## config.mk

```make
export PLATFORM = sky130hd
export DESIGN_NAME = omni_wheel_odometry
export DESIGN_NICKNAME = d
export VERILOG_FILES = /design/src/rtl/core/owo_pkg.sv /design/src/rtl/core/omni_wheel_odometry.sv
export SDC_FILE = /design/constraint.sdc
export NUM_CORES = 2
export LEC_CHECK = 0
export BUFFER_PORTS_ARGS = -buffer_cell sky130_fd_sc_hd__clkbuf_2
export CAP_MARGIN = 20
export CORE_MARGIN = 2
export CORE_UTILIZATION = 60
export DETAILED_ROUTE_END_ITERATION = 10
export PLACE_DENSITY = 0.77
export SLEW_MARGIN = 20
export SYNTH_ARGS = -nofsm -noshare
export SYNTH_HDL_FRONTEND = slang
export SYNTH_SLANG_ARGS = --single-unit
export TNS_END_PERCENT = 10
```

## constraint.sdc

```tcl
create_clock -name clk -period 10.25 [get_ports clk]
set_clock_uncertainty 0.2 [all_clocks]
set_input_delay 2.05 -clock clk [delete_from_list [all_inputs] [get_ports clk]]
set_output_delay 2.05 -clock clk [all_outputs]
set_load 0.01 [all_outputs]
```

## src/rtl/core/owo_pkg.sv

```systemverilog
`timescale 1ns / 1ps
// ----------------------------------------------------------------------------
// owo_pkg
// Shared widths, constants, arctangent table and sequencer types for the
// three-wheel omni drive odometry block.
// ----------------------------------------------------------------------------
package owo_pkg;

  // cordic iteration count, limited by the arctangent table
  localparam int ANGLE_BITS   = 16;
  localparam int ATAN_ENTRIES = 24;
  localparam int CORDIC_ITERS = (ANGLE_BITS > ATAN_ENTRIES) ? ATAN_ENTRIES : ANGLE_BITS;
  localparam int ITER_W       = $clog2(ATAN_ENTRIES);

  // field widths
  localparam int SPEED_W = 16;
  localparam int GAIN_W  = 16;
  localparam int POS_W   = 32;
  localparam int HEAD_W  = 16;
  localparam int IN_W    = 3 * SPEED_W;
  localparam int OUT_W   = 4 * SPEED_W + 2 * POS_W;

  // configuration port
  localparam int CFG_IDX_W  = 2;
  localparam int CFG_DATA_W = 16;

  typedef enum logic [CFG_IDX_W-1:0] {
    REG_GAIN_X    = 2'd0,
    REG_GAIN_Y    = 2'd1,
    REG_GAIN_W    = 2'd2,
    REG_STEP_TIME = 2'd3
  } cfg_reg_t;

  localparam logic [15:0] STEP_TIME_RST = 16'd655;

  // wheel combination widths
  localparam int SX_W = 18;  // -2*w0 + w1 + w2
  localparam int SY_W = 17;  // w2 - w1
  localparam int SW_W = 18;  // w0 + w1 + w2

  // cordic datapath
  localparam int CW  = 34;   // x/y in Q2.30 with headroom
  localparam int ZW  = 33;   // residual angle
  localparam logic signed [CW-1:0] CORDIC_K = 34'sd652032874;

  // shared multiplier and accumulator
  localparam int MA_W   = 18;
  localparam int MB_W   = 35;
  localparam int PROD_W = MA_W + MB_W;
  localparam int ACC_W  = 72;
  localparam int T_W    = 32;  // turn * step_time

  // 2^32 / (2*pi), split for the narrow multiplier
  localparam logic [29:0] TURN_TO_ANGLE = 30'd683565276;
  localparam logic [16:0] K_LO = TURN_TO_ANGLE[16:0];
  localparam logic [12:0] K_HI = TURN_TO_ANGLE[29:17];

  // rounding and saturation constants
  localparam logic signed [PROD_W-1:0] VEL_RND = PROD_W'(2048);
  localparam logic signed [PROD_W-1:0] SAT_MAX = PROD_W'(32767);
  localparam logic signed [PROD_W-1:0] SAT_MIN = -PROD_W'(32768);
  localparam logic signed [ACC_W-1:0]  RND40   = ACC_W'(1) <<< 39;
  localparam logic signed [ACC_W-1:0]  RND42   = ACC_W'(1) <<< 41;

  // sequencer program length
  localparam int STEP_W = 5;
  localparam logic [STEP_W-1:0] LAST_STEP = 5'd21;

  // arctangent of 2^-i as a 32-bit binary angle
  function automatic logic [31:0] atan_turn(input logic [ITER_W-1:0] idx);
    logic [31:0] v;
    case (idx)
      5'd0:    v = 32'd536870912;
      5'd1:    v = 32'd316933406;
      5'd2:    v = 32'd167458907;
      5'd3:    v = 32'd85004756;
      5'd4:    v = 32'd42667331;
      5'd5:    v = 32'd21354465;
      5'd6:    v = 32'd10679838;
      5'd7:    v = 32'd5340245;
      5'd8:    v = 32'd2670163;
      5'd9:    v = 32'd1335087;
      5'd10:   v = 32'd667544;
      5'd11:   v = 32'd333772;
      5'd12:   v = 32'd166886;
      5'd13:   v = 32'd83443;
      5'd14:   v = 32'd41722;
      5'd15:   v = 32'd20861;
      5'd16:   v = 32'd10430;
      5'd17:   v = 32'd5215;
      5'd18:   v = 32'd2608;
      5'd19:   v = 32'd1304;
      5'd20:   v = 32'd652;
      5'd21:   v = 32'd326;
      5'd22:   v = 32'd163;
      5'd23:   v = 32'd81;
      default: v = 32'd0;
    endcase
    return v;
  endfunction

  typedef enum logic [1:0] {
    ST_IDLE,
    ST_CORDIC,
    ST_RUN,
    ST_DONE
  } state_t;

  // multiplier operand pairs
  typedef enum logic [3:0] {
    M_NONE,
    M_GX,
    M_GY,
    M_GW,
    M_VXC,
    M_VYS,
    M_VXS,
    M_VYC,
    M_TDT,
    M_PHI,
    M_PLO,
    M_KLO,
    M_KHI
  } mul_sel_t;

  typedef enum logic [2:0] {
    A_NONE,
    A_LOAD,
    A_ADD,
    A_SUB,
    A_RND40,
    A_RND42
  } acc_op_t;

  typedef enum logic [1:0] {
    SH0,
    SH17,
    SH34
  } shift_t;

  typedef enum logic [3:0] {
    S_NONE,
    S_FLIP,
    S_VX,
    S_VY,
    S_TURN,
    S_T,
    S_XU,
    S_YU,
    S_HU
  } store_t;

  typedef struct packed {
    mul_sel_t mul;
    acc_op_t  acc;
    shift_t   sh;
    store_t   st;
  } ctl_t;

endpackage

```

## src/rtl/core/omni_wheel_odometry.sv

```systemverilog
`timescale 1ns / 1ps
// ----------------------------------------------------------------------------
// omni_wheel_odometry
// Three-wheel omni forward kinematics and pose integration: body velocities
// from wheel speeds, heading rotation by an iterative cordic and Euler update
// of x, y and heading, all on one shared 18x35 multiplier and accumulator.
// ----------------------------------------------------------------------------
// Sequence: after the input transaction, 16 cordic iterations and 22
//   multiply-accumulate steps, then a hand-off state that loads the output
//   register once it is free or taken; out_tvalid rises when it is loaded.
// One item at a time: in_tready is low until the last one is handed off.
// A finished result waits in the output register while the next item runs.
// Reset (rst_n low, synchronous): pose, heading, gains cleared, step_time 655.
module omni_wheel_odometry (
  input  logic                          clk,
  input  logic                          rst_n,
  // wheel0_speed, wheel1_speed, wheel2_speed (from the lowest bit up)
  input  logic [owo_pkg::IN_W-1:0]      in_tdata,
  input  logic                          in_tvalid,
  output logic                          in_tready,
  // body_vx, body_vy, body_turn_rate, pos_x, pos_y, heading_out
  output logic [owo_pkg::OUT_W-1:0]     out_tdata,
  output logic                          out_tvalid,
  input  logic                          out_tready,
  input  logic                          cfg_valid,
  output logic                          cfg_ready,
  input  logic [owo_pkg::CFG_IDX_W-1:0] cfg_index,
  input  logic [owo_pkg::CFG_DATA_W-1:0] cfg_data
);
  import owo_pkg::*;

  // sequencer
  state_t            state_r, state_nxt;
  logic [ITER_W-1:0] iter_r, iter_nxt;
  logic [STEP_W-1:0] step_r, step_nxt;
  ctl_t              ctl;
  logic              in_acc;
  logic              load_out;
  logic              cordic_last;

  // configuration
  logic signed [GAIN_W-1:0] gain_x_r, gain_x_nxt;
  logic signed [GAIN_W-1:0] gain_y_r, gain_y_nxt;
  logic signed [GAIN_W-1:0] gain_w_r, gain_w_nxt;
  logic [15:0]              step_time_r, step_time_nxt;

  // pose state
  logic [POS_W-1:0]  x_r, x_nxt;
  logic [POS_W-1:0]  y_r, y_nxt;
  logic [HEAD_W-1:0] hd_r, hd_nxt;

  // per-item working registers
  logic                     flip_r, flip_nxt;
  logic signed [SX_W-1:0]   sx_r, sx_nxt;
  logic signed [SY_W-1:0]   sy_r, sy_nxt;
  logic signed [SW_W-1:0]   sw_r, sw_nxt;
  logic signed [CW-1:0]     cx_r, cx_nxt;
  logic signed [CW-1:0]     cy_r, cy_nxt;
  logic signed [ZW-1:0]     cz_r, cz_nxt;
  logic signed [PROD_W-1:0] prod_r, prod_nxt;
  logic signed [ACC_W-1:0]  acc_r, acc_nxt;
  logic signed [T_W-1:0]    t_r, t_nxt;
  logic signed [15:0]       vx_r, vx_nxt;
  logic signed [15:0]       vy_r, vy_nxt;
  logic signed [15:0]       turn_r, turn_nxt;

  // output register
  logic [OUT_W-1:0] out_tdata_r, out_tdata_nxt;
  logic             out_tvalid_r, out_tvalid_nxt;

  // datapath temporaries
  logic signed [SPEED_W-1:0] w0, w1, w2;
  logic signed [MA_W-1:0]    ma;
  logic signed [MB_W-1:0]    mb;
  logic signed [MA_W-1:0]    dt_a;
  logic signed [MB_W-1:0]    dt_b;
  logic signed [CW-1:0]      xs, ys;
  logic signed [ZW-1:0]      atan_z;
  logic signed [ACC_W-1:0]   acc_base, acc_opnd, prod_ext;
  logic signed [15:0]        vel_sat;

  // round and clamp a gain product to a 16-bit velocity
  function automatic logic signed [15:0] sat_vel(input logic signed [PROD_W-1:0] p);
    logic signed [PROD_W-1:0] r;
    r = (p + VEL_RND) >>> 12;
    if (r > SAT_MAX) begin
      r = SAT_MAX;
    end else if (r < SAT_MIN) begin
      r = SAT_MIN;
    end
    return signed'(r[15:0]);
  endfunction

  assign in_acc      = in_tvalid && in_tready;
  assign cordic_last = (iter_r == ITER_W'(CORDIC_ITERS - 1));

  // next state
  always_comb begin
    state_nxt = state_r;
    case (state_r)
      ST_IDLE: begin
        if (in_tvalid) state_nxt = ST_CORDIC;
      end
      ST_CORDIC: begin
        if (cordic_last) state_nxt = ST_RUN;
      end
      ST_RUN: begin
        if (step_r == LAST_STEP) state_nxt = ST_DONE;
      end
      ST_DONE: begin
        if (!out_tvalid_r || out_tready) state_nxt = ST_IDLE;
      end
      default: state_nxt = ST_IDLE;
    endcase
  end

  // sequencer outputs and step program
  always_comb begin
    in_tready = (state_r == ST_IDLE);
    load_out  = (state_r == ST_DONE) && (!out_tvalid_r || out_tready);
    ctl       = '{mul: M_NONE, acc: A_NONE, sh: SH0, st: S_NONE};
    if (state_r == ST_RUN) begin
      case (step_r)
        5'd0:  ctl = '{mul: M_GX,   acc: A_NONE,  sh: SH0,  st: S_FLIP};
        5'd1:  ctl = '{mul: M_GY,   acc: A_NONE,  sh: SH0,  st: S_VX};
        5'd2:  ctl = '{mul: M_GW,   acc: A_NONE,  sh: SH0,  st: S_VY};
        5'd3:  ctl = '{mul: M_VXC,  acc: A_NONE,  sh: SH0,  st: S_TURN};
        5'd4:  ctl = '{mul: M_VYS,  acc: A_LOAD,  sh: SH0,  st: S_NONE};
        5'd5:  ctl = '{mul: M_TDT,  acc: A_SUB,   sh: SH0,  st: S_NONE};
        5'd6:  ctl = '{mul: M_PHI,  acc: A_NONE,  sh: SH0,  st: S_T};
        5'd7:  ctl = '{mul: M_PLO,  acc: A_LOAD,  sh: SH34, st: S_NONE};
        5'd8:  ctl = '{mul: M_NONE, acc: A_ADD,   sh: SH0,  st: S_NONE};
        5'd9:  ctl = '{mul: M_NONE, acc: A_RND40, sh: SH0,  st: S_NONE};
        5'd10: ctl = '{mul: M_VXS,  acc: A_NONE,  sh: SH0,  st: S_XU};
        5'd11: ctl = '{mul: M_VYC,  acc: A_LOAD,  sh: SH0,  st: S_NONE};
        5'd12: ctl = '{mul: M_NONE, acc: A_ADD,   sh: SH0,  st: S_NONE};
        5'd13: ctl = '{mul: M_PHI,  acc: A_NONE,  sh: SH0,  st: S_NONE};
        5'd14: ctl = '{mul: M_PLO,  acc: A_LOAD,  sh: SH34, st: S_NONE};
        5'd15: ctl = '{mul: M_NONE, acc: A_ADD,   sh: SH0,  st: S_NONE};
        5'd16: ctl = '{mul: M_NONE, acc: A_RND40, sh: SH0,  st: S_NONE};
        5'd17: ctl = '{mul: M_KLO,  acc: A_NONE,  sh: SH0,  st: S_YU};
        5'd18: ctl = '{mul: M_KHI,  acc: A_LOAD,  sh: SH0,  st: S_NONE};
        5'd19: ctl = '{mul: M_NONE, acc: A_ADD,   sh: SH17, st: S_NONE};
        5'd20: ctl = '{mul: M_NONE, acc: A_RND42, sh: SH0,  st: S_NONE};
        5'd21: ctl = '{mul: M_NONE, acc: A_NONE,  sh: SH0,  st: S_HU};
        default: ctl = '{mul: M_NONE, acc: A_NONE, sh: SH0, st: S_NONE};
      endcase
    end
  end

  // counters
  always_comb begin
    iter_nxt = iter_r;
    step_nxt = step_r;
    if (in_acc) begin
      iter_nxt = '0;
    end else if (state_r == ST_CORDIC) begin
      iter_nxt = iter_r + ITER_W'(1);
    end
    if (state_r == ST_CORDIC) begin
      step_nxt = '0;
    end else if (state_r == ST_RUN) begin
      step_nxt = step_r + STEP_W'(1);
    end
  end

  // configuration writes
  always_comb begin
    cfg_ready     = 1'b1;
    gain_x_nxt    = gain_x_r;
    gain_y_nxt    = gain_y_r;
    gain_w_nxt    = gain_w_r;
    step_time_nxt = step_time_r;
    if (cfg_valid) begin
      case (cfg_index)
        REG_GAIN_X:    gain_x_nxt    = signed'(cfg_data);
        REG_GAIN_Y:    gain_y_nxt    = signed'(cfg_data);
        REG_GAIN_W:    gain_w_nxt    = signed'(cfg_data);
        REG_STEP_TIME: step_time_nxt = cfg_data;
        default: ;
      endcase
    end
  end

  // shared multiplier operand selection
  always_comb begin
    dt_a = MA_W'(signed'({1'b0, step_time_r}));
    dt_b = MB_W'(signed'({1'b0, step_time_r}));
    ma   = '0;
    mb   = '0;
    case (ctl.mul)
      M_GX:  begin ma = MA_W'(gain_x_r); mb = MB_W'(sx_r); end
      M_GY:  begin ma = MA_W'(gain_y_r); mb = MB_W'(sy_r); end
      M_GW:  begin ma = MA_W'(gain_w_r); mb = MB_W'(sw_r); end
      M_VXC: begin ma = MA_W'(vx_r);     mb = MB_W'(cx_r); end
      M_VYS: begin ma = MA_W'(vy_r);     mb = MB_W'(cy_r); end
      M_VXS: begin ma = MA_W'(vx_r);     mb = MB_W'(cy_r); end
      M_VYC: begin ma = MA_W'(vy_r);     mb = MB_W'(cx_r); end
      M_TDT: begin ma = MA_W'(turn_r);   mb = dt_b;        end
      // upper part of the rotated velocity sum, times step_time
      M_PHI: begin ma = MA_W'(signed'(acc_r[50:34])); mb = dt_b; end
      // lower 34 bits of the sum, unsigned, times step_time
      M_PLO: begin ma = dt_a; mb = signed'({1'b0, acc_r[33:0]}); end
      M_KLO: begin ma = MA_W'(signed'({1'b0, K_LO})); mb = MB_W'(t_r); end
      M_KHI: begin ma = MA_W'(signed'({1'b0, K_HI})); mb = MB_W'(t_r); end
      default: begin ma = '0; mb = '0; end
    endcase
    prod_nxt = PROD_W'(ma) * PROD_W'(mb);
  end

  // accumulator: one adder, operand chosen by the step
  always_comb begin
    prod_ext = ACC_W'(prod_r);
    case (ctl.sh)
      SH17:    acc_opnd = prod_ext <<< 17;
      SH34:    acc_opnd = prod_ext <<< 34;
      default: acc_opnd = prod_ext;
    endcase
    acc_base = acc_r;
    case (ctl.acc)
      A_LOAD:  acc_base = '0;
      A_RND40: acc_opnd = RND40;
      A_RND42: acc_opnd = RND42;
      default: ;
    endcase
    case (ctl.acc)
      A_NONE:  acc_nxt = acc_r;
      A_SUB:   acc_nxt = acc_base - acc_opnd;
      default: acc_nxt = acc_base + acc_opnd;
    endcase
  end

  // input capture, cordic iterations and stores
  always_comb begin
    w0 = signed'(in_tdata[15:0]);
    w1 = signed'(in_tdata[31:16]);
    w2 = signed'(in_tdata[47:32]);

    xs     = cx_r >>> iter_r;
    ys     = cy_r >>> iter_r;
    atan_z = ZW'(signed'({1'b0, atan_turn(iter_r)}));
    vel_sat = sat_vel(prod_r);

    flip_nxt = flip_r;
    sx_nxt   = sx_r;
    sy_nxt   = sy_r;
    sw_nxt   = sw_r;
    cx_nxt   = cx_r;
    cy_nxt   = cy_r;
    cz_nxt   = cz_r;
    t_nxt    = t_r;
    vx_nxt   = vx_r;
    vy_nxt   = vy_r;
    turn_nxt = turn_r;
    x_nxt    = x_r;
    y_nxt    = y_r;
    hd_nxt   = hd_r;

    if (in_acc) begin
      // wheel combinations
      sx_nxt = -(SX_W'(w0) <<< 1) + SX_W'(w1) + SX_W'(w2);
      sy_nxt = SY_W'(w2) - SY_W'(w1);
      sw_nxt = SW_W'(w0) + SW_W'(w1) + SW_W'(w2);
      // left half-plane headings are turned by pi and negated at the end
      flip_nxt = hd_r[15] ^ hd_r[14];
      cx_nxt   = CORDIC_K;
      cy_nxt   = '0;
      cz_nxt   = ZW'(signed'({hd_r[14], hd_r[14:0], 16'b0}));
    end else if (state_r == ST_CORDIC) begin
      if (!cz_r[ZW-1]) begin
        cx_nxt = cx_r - ys;
        cy_nxt = cy_r + xs;
        cz_nxt = cz_r - atan_z;
      end else begin
        cx_nxt = cx_r + ys;
        cy_nxt = cy_r - xs;
        cz_nxt = cz_r + atan_z;
      end
    end

    case (ctl.st)
      S_FLIP: begin
        if (flip_r) begin
          cx_nxt = -cx_r;
          cy_nxt = -cy_r;
        end
      end
      S_VX:   vx_nxt   = vel_sat;
      S_VY:   vy_nxt   = vel_sat;
      S_TURN: turn_nxt = vel_sat;
      S_T:    t_nxt    = signed'(prod_r[T_W-1:0]);
      S_XU:   x_nxt    = x_r + acc_r[71:40];
      S_YU:   y_nxt    = y_r + acc_r[71:40];
      S_HU:   hd_nxt   = hd_r + acc_r[57:42];
      default: ;
    endcase
  end

  // output register
  always_comb begin
    out_tdata_nxt  = out_tdata_r;
    out_tvalid_nxt = out_tvalid_r;
    if (load_out) begin
      out_tdata_nxt  = {hd_r, y_r, x_r, turn_r, vy_r, vx_r};
      out_tvalid_nxt = 1'b1;
    end else if (out_tready) begin
      out_tvalid_nxt = 1'b0;
    end
  end

  assign out_tdata  = out_tdata_r;
  assign out_tvalid = out_tvalid_r;

  // control and state registers
  always_ff @(posedge clk) begin
    if (!rst_n) begin
      state_r      <= ST_IDLE;
      iter_r       <= '0;
      step_r       <= '0;
      out_tvalid_r <= 1'b0;
      gain_x_r     <= '0;
      gain_y_r     <= '0;
      gain_w_r     <= '0;
      step_time_r  <= STEP_TIME_RST;
      x_r          <= '0;
      y_r          <= '0;
      hd_r         <= '0;
    end else begin
      state_r      <= state_nxt;
      iter_r       <= iter_nxt;
      step_r       <= step_nxt;
      out_tvalid_r <= out_tvalid_nxt;
      gain_x_r     <= gain_x_nxt;
      gain_y_r     <= gain_y_nxt;
      gain_w_r     <= gain_w_nxt;
      step_time_r  <= step_time_nxt;
      x_r          <= x_nxt;
      y_r          <= y_nxt;
      hd_r         <= hd_nxt;
    end
  end

  // working registers
  always_ff @(posedge clk) begin
    flip_r      <= flip_nxt;
    sx_r        <= sx_nxt;
    sy_r        <= sy_nxt;
    sw_r        <= sw_nxt;
    cx_r        <= cx_nxt;
    cy_r        <= cy_nxt;
    cz_r        <= cz_nxt;
    prod_r      <= prod_nxt;
    acc_r       <= acc_nxt;
    t_r         <= t_nxt;
    vx_r        <= vx_nxt;
    vy_r        <= vy_nxt;
    turn_r      <= turn_nxt;
    out_tdata_r <= out_tdata_nxt;
  end

endmodule

```

==> impl_metrics.yaml <==
run_status:
  outcome: "finished, final reports clean"
logic_synthesis:
  syn_inst: 8478
  yosys.area_share.simple_pct: 16.41
  yosysSeqAreaShare_pct: 23.50
  synth_nets: 9642
  ys_ff_latch: 687
  synth_area_sq_um: 73520
  syn_avg_cell_area_sq_um: 8.671
  synthFlopType: "edfxtp_1"
  ys_types: 98
  synth_mux_area_share_pct: 4.498
  synth_top_family_by_area: "adder cells"
  synth_compound_area_share_pct: 17.25
  synth_adder_area_share_pct: 25.17
  synth_warnings: 0
  synthXorXnorAreaFrac_pct: 5.683
  synth_edf_count: 352
  synth_async_sr_flop_share_pct: 0
timing:
  tns_ns: 0
  fin_crit_sh_pct: 96.93
  worstMarginPinSlew_ns: 1.167
  rsz0062_at_grt: "no"
  fmax_mhz: 100.6
  worst_slack_ns: 0.3145
  slew_viol_final: 0
  setup_violations: 0
  hold_viol_final: 0
  min_period_ns: 9.935
  slew_headroom_pct: 22.12
route:
  wl_per_cell_um: 27.21
  finalWirelength_um: 278500
  firstDrtPassIters: 10
  ant_nets: 0
  num_vias: 66770
  drcViolationCount: 0
  dr.first_iter.drc_count: 8422
  vias_per_cell: 6.523
critical_path:
  path_max_fanout: 17
  worstPathArrival_ns: 10.33
  crit_end: "prod_r[49]$_DFF_P_"
  crit_type: "reg2reg"
  rrSetupSlack_ns: 0.31
  crit_path_frequent_cell: "inv_1"
  cp_slowest_cell: "o21ai_4"
  r2r-start: "state_r[0]$_SDFFE_PN0P_"
  worstSetupStartpointType: "flip-flop"
  critPathLaunch: "state_r[0]$_SDFFE_PN0P_"
  r2r_end: "prod_r[49]$_DFF_P_"
  worstSetupEndpointType: "flip-flop"
  max_stage_delay_ns: 0.67
  r2r_cells: 35
  cp.required_ns: 10.64
floorplanning:
  die_x_um: 354.0
  die-area_sq_um: 125300
  start_util_pct: 60.40
  die_y_um: 354.0
  core.rowCount: 128
  ioPinCount: 202
  core-area_sq_um: 121700
pwr:
  swShare_pct: 49.74
  p_per_area_nw_per_um2: 273.2
  cellLeakagePower_uw: 0.03444
  internal_power_uw: 10920
  power_frac_comb_pct: 65.6
  sequentialPowerShare_pct: 20.5
  switchingPower_uw: 10800
  peakVddDrop_mv: 0.3050
  pwr-share-clk_pct: 13.9
  power.total_uw: 21720
clocking:
  cts_sinks: 687
  numCtsBuffers: 81
  ctsHoldBuffers: 0
  cts_max_level: 3
  clk_latency_ns: 0.73
  clk_pin_slew_ns: 0.06
  clock_path_buffers: 3
  root_buffer: "clkbuf_16"
  cts_tree: "yes"
place:
  pre_cts_ws_ns: 0.3202
  dp_hpwl_um: 220400
  place_congestion: 1.088
  port-buffer-count: 200
global_routing:
  grt_use_total_pct: 43.93
  grt_pass1_vias: 65450
  overflow: 0
  antenna_found_initial: 32
  grt_max_degree: 93
  grt_first_pass_wirelength_um: 412000
final_layout:
  drive_gt1_share_pct: 9.260
  fin_util_pct: 65.31
  syn_to_final_growth_pct: 8.123
  mostFrequentLayoutCells: "978 x inv_1, 951 x nand2_1, 766 x nor2_1, 643 x fa_1, 492 x a21oi_1"
  layout_commonest_cell: "inv_1"
  nNetsFinal: 9691
flow_run:
  drv_cap: 0
min_path:
  holdCritPathClass: "reg2reg"
  holdPathStages: 0
## how the worst min path moves through the flow
stage / start / end
2_1_floorplan: prod_r[13]$_DFF_P_ / t_r[13]$_DFFE_PN_
3_3_place_gp: x_r[31]$_SDFFE_PN0N_ / out_tdata[79]$_DFFE_PP_
3_5_place_dp: x_r[17]$_SDFFE_PN0N_ / out_tdata[65]$_DFFE_PP_
4_1_cts: x_r[5]$_SDFFE_PN0N_ / out_tdata[53]$_DFFE_PP_
5_1_grt: x_r[6]$_SDFFE_PN0N_ / out_tdata[54]$_DFFE_PP_
6_report: x_r[5]$_SDFFE_PN0N_ / out_tdata[53]$_DFFE_PP_
## kinds of logic after synthesis
kind of cell               Yosys count
DFF                                687
and+or+nand+nor                   2636
xor gates and xnor gates           477
other                                1
adders and majority gates         1093
muxes                              208
AOI/OAI and AO/OA                 1937
buffers and inverters             1439
## cells in the mapped netlist (155+ instances only)
cell type / instances / area, sq um
a21o_1: 155 / 1164
a21oi_1: 494 / 2472
clkbuf_1: 369 / 1385
dfxtp_1: 335 / 6706
edfxtp_1: 352 / 10570
fa_1: 643 / 12870
ha_1: 450 / 5630
inv_1: 978 / 3671
nand2_1: 952 / 3573
nor2_1: 773 / 2902
o21ai_0: 423 / 2117
xnor2_1: 262 / 2295
xor2_1: 215 / 1883
## registers in the layout (all words and copies together) (netlist names), 18 cells and up, named ones only
name and cells:
t_r 32, sx_r 18, acc_r 72, cx_r 34, out_tdata 128, cy_r 34, atan_z 30, x_r 32
cz_r 33, prod_r 53, y_r 32, sw_r 18
## what timing repair did
item | in CTS | in global routing
resized for setup | 0 | 8
endpoints found under the setup margin | 0 | 4
setup buffers | 0 | 3
## layer usage
metal,global-route usage (%),vias up,part of all wire (%)
li1,-,29150,-
met1,57.03,32470,37
met2,65.48,4163,43
met3,13.93,957,13
met4,23.38,22,6.3
met5,1.057,-,0.16
## metrics by stage
stage / instance area [sq um] / instances / hold slack [ns]
final: 79490 / 10240 / 0.2537
after global routing: 79460 / 10220 / 0.2797
after CTS: 79360 / 10220 / 0.2496
after detailed placement: 76590 / 10060 / 0.2521
after global placement: 76580 / 10060 / 0.2291
after floorplan: 73520 / 8478 / 0.2029
## worst max-delay path: cells and delay by family (launching register included)
| kind | cells | cell delay [ns] |
|---|---|---|
| and+or+nand+nor | 3 | 0.92 |
| DFF | 1 | 0.34 |
| buffers and inverters | 10 | 1.31 |
| AOI/OAI and AO/OA | 12 | 3.54 |
| adders and majority gates | 9 | 3.32 |
| xor gates and xnor gates | 1 | 0.17 |
## final cells by class
type                       count  area, sq um
multi-input combinational   6352        50950
tap                         1625         2033
clock inverter                54        615.6
timing repair buffer         418         2701
sequential                   687        17290
antenna                       14        35.03
inverter                     987         3706
fill                       10160        42230
clock buffer                  98         2152
## power by group through the flow
stage	clock, uW	sequential (uW)	combinational [uW]
2_1_floorplan	0	3930	10300
3_3_place_gp	0	4430	13600
3_5_place_dp	0	4430	13800
4_1_cts	3030	4370	13900
5_1_grt	3130	4430	15400
6_report	3010	4450	14300
Power figures use the tool's default switching activity.
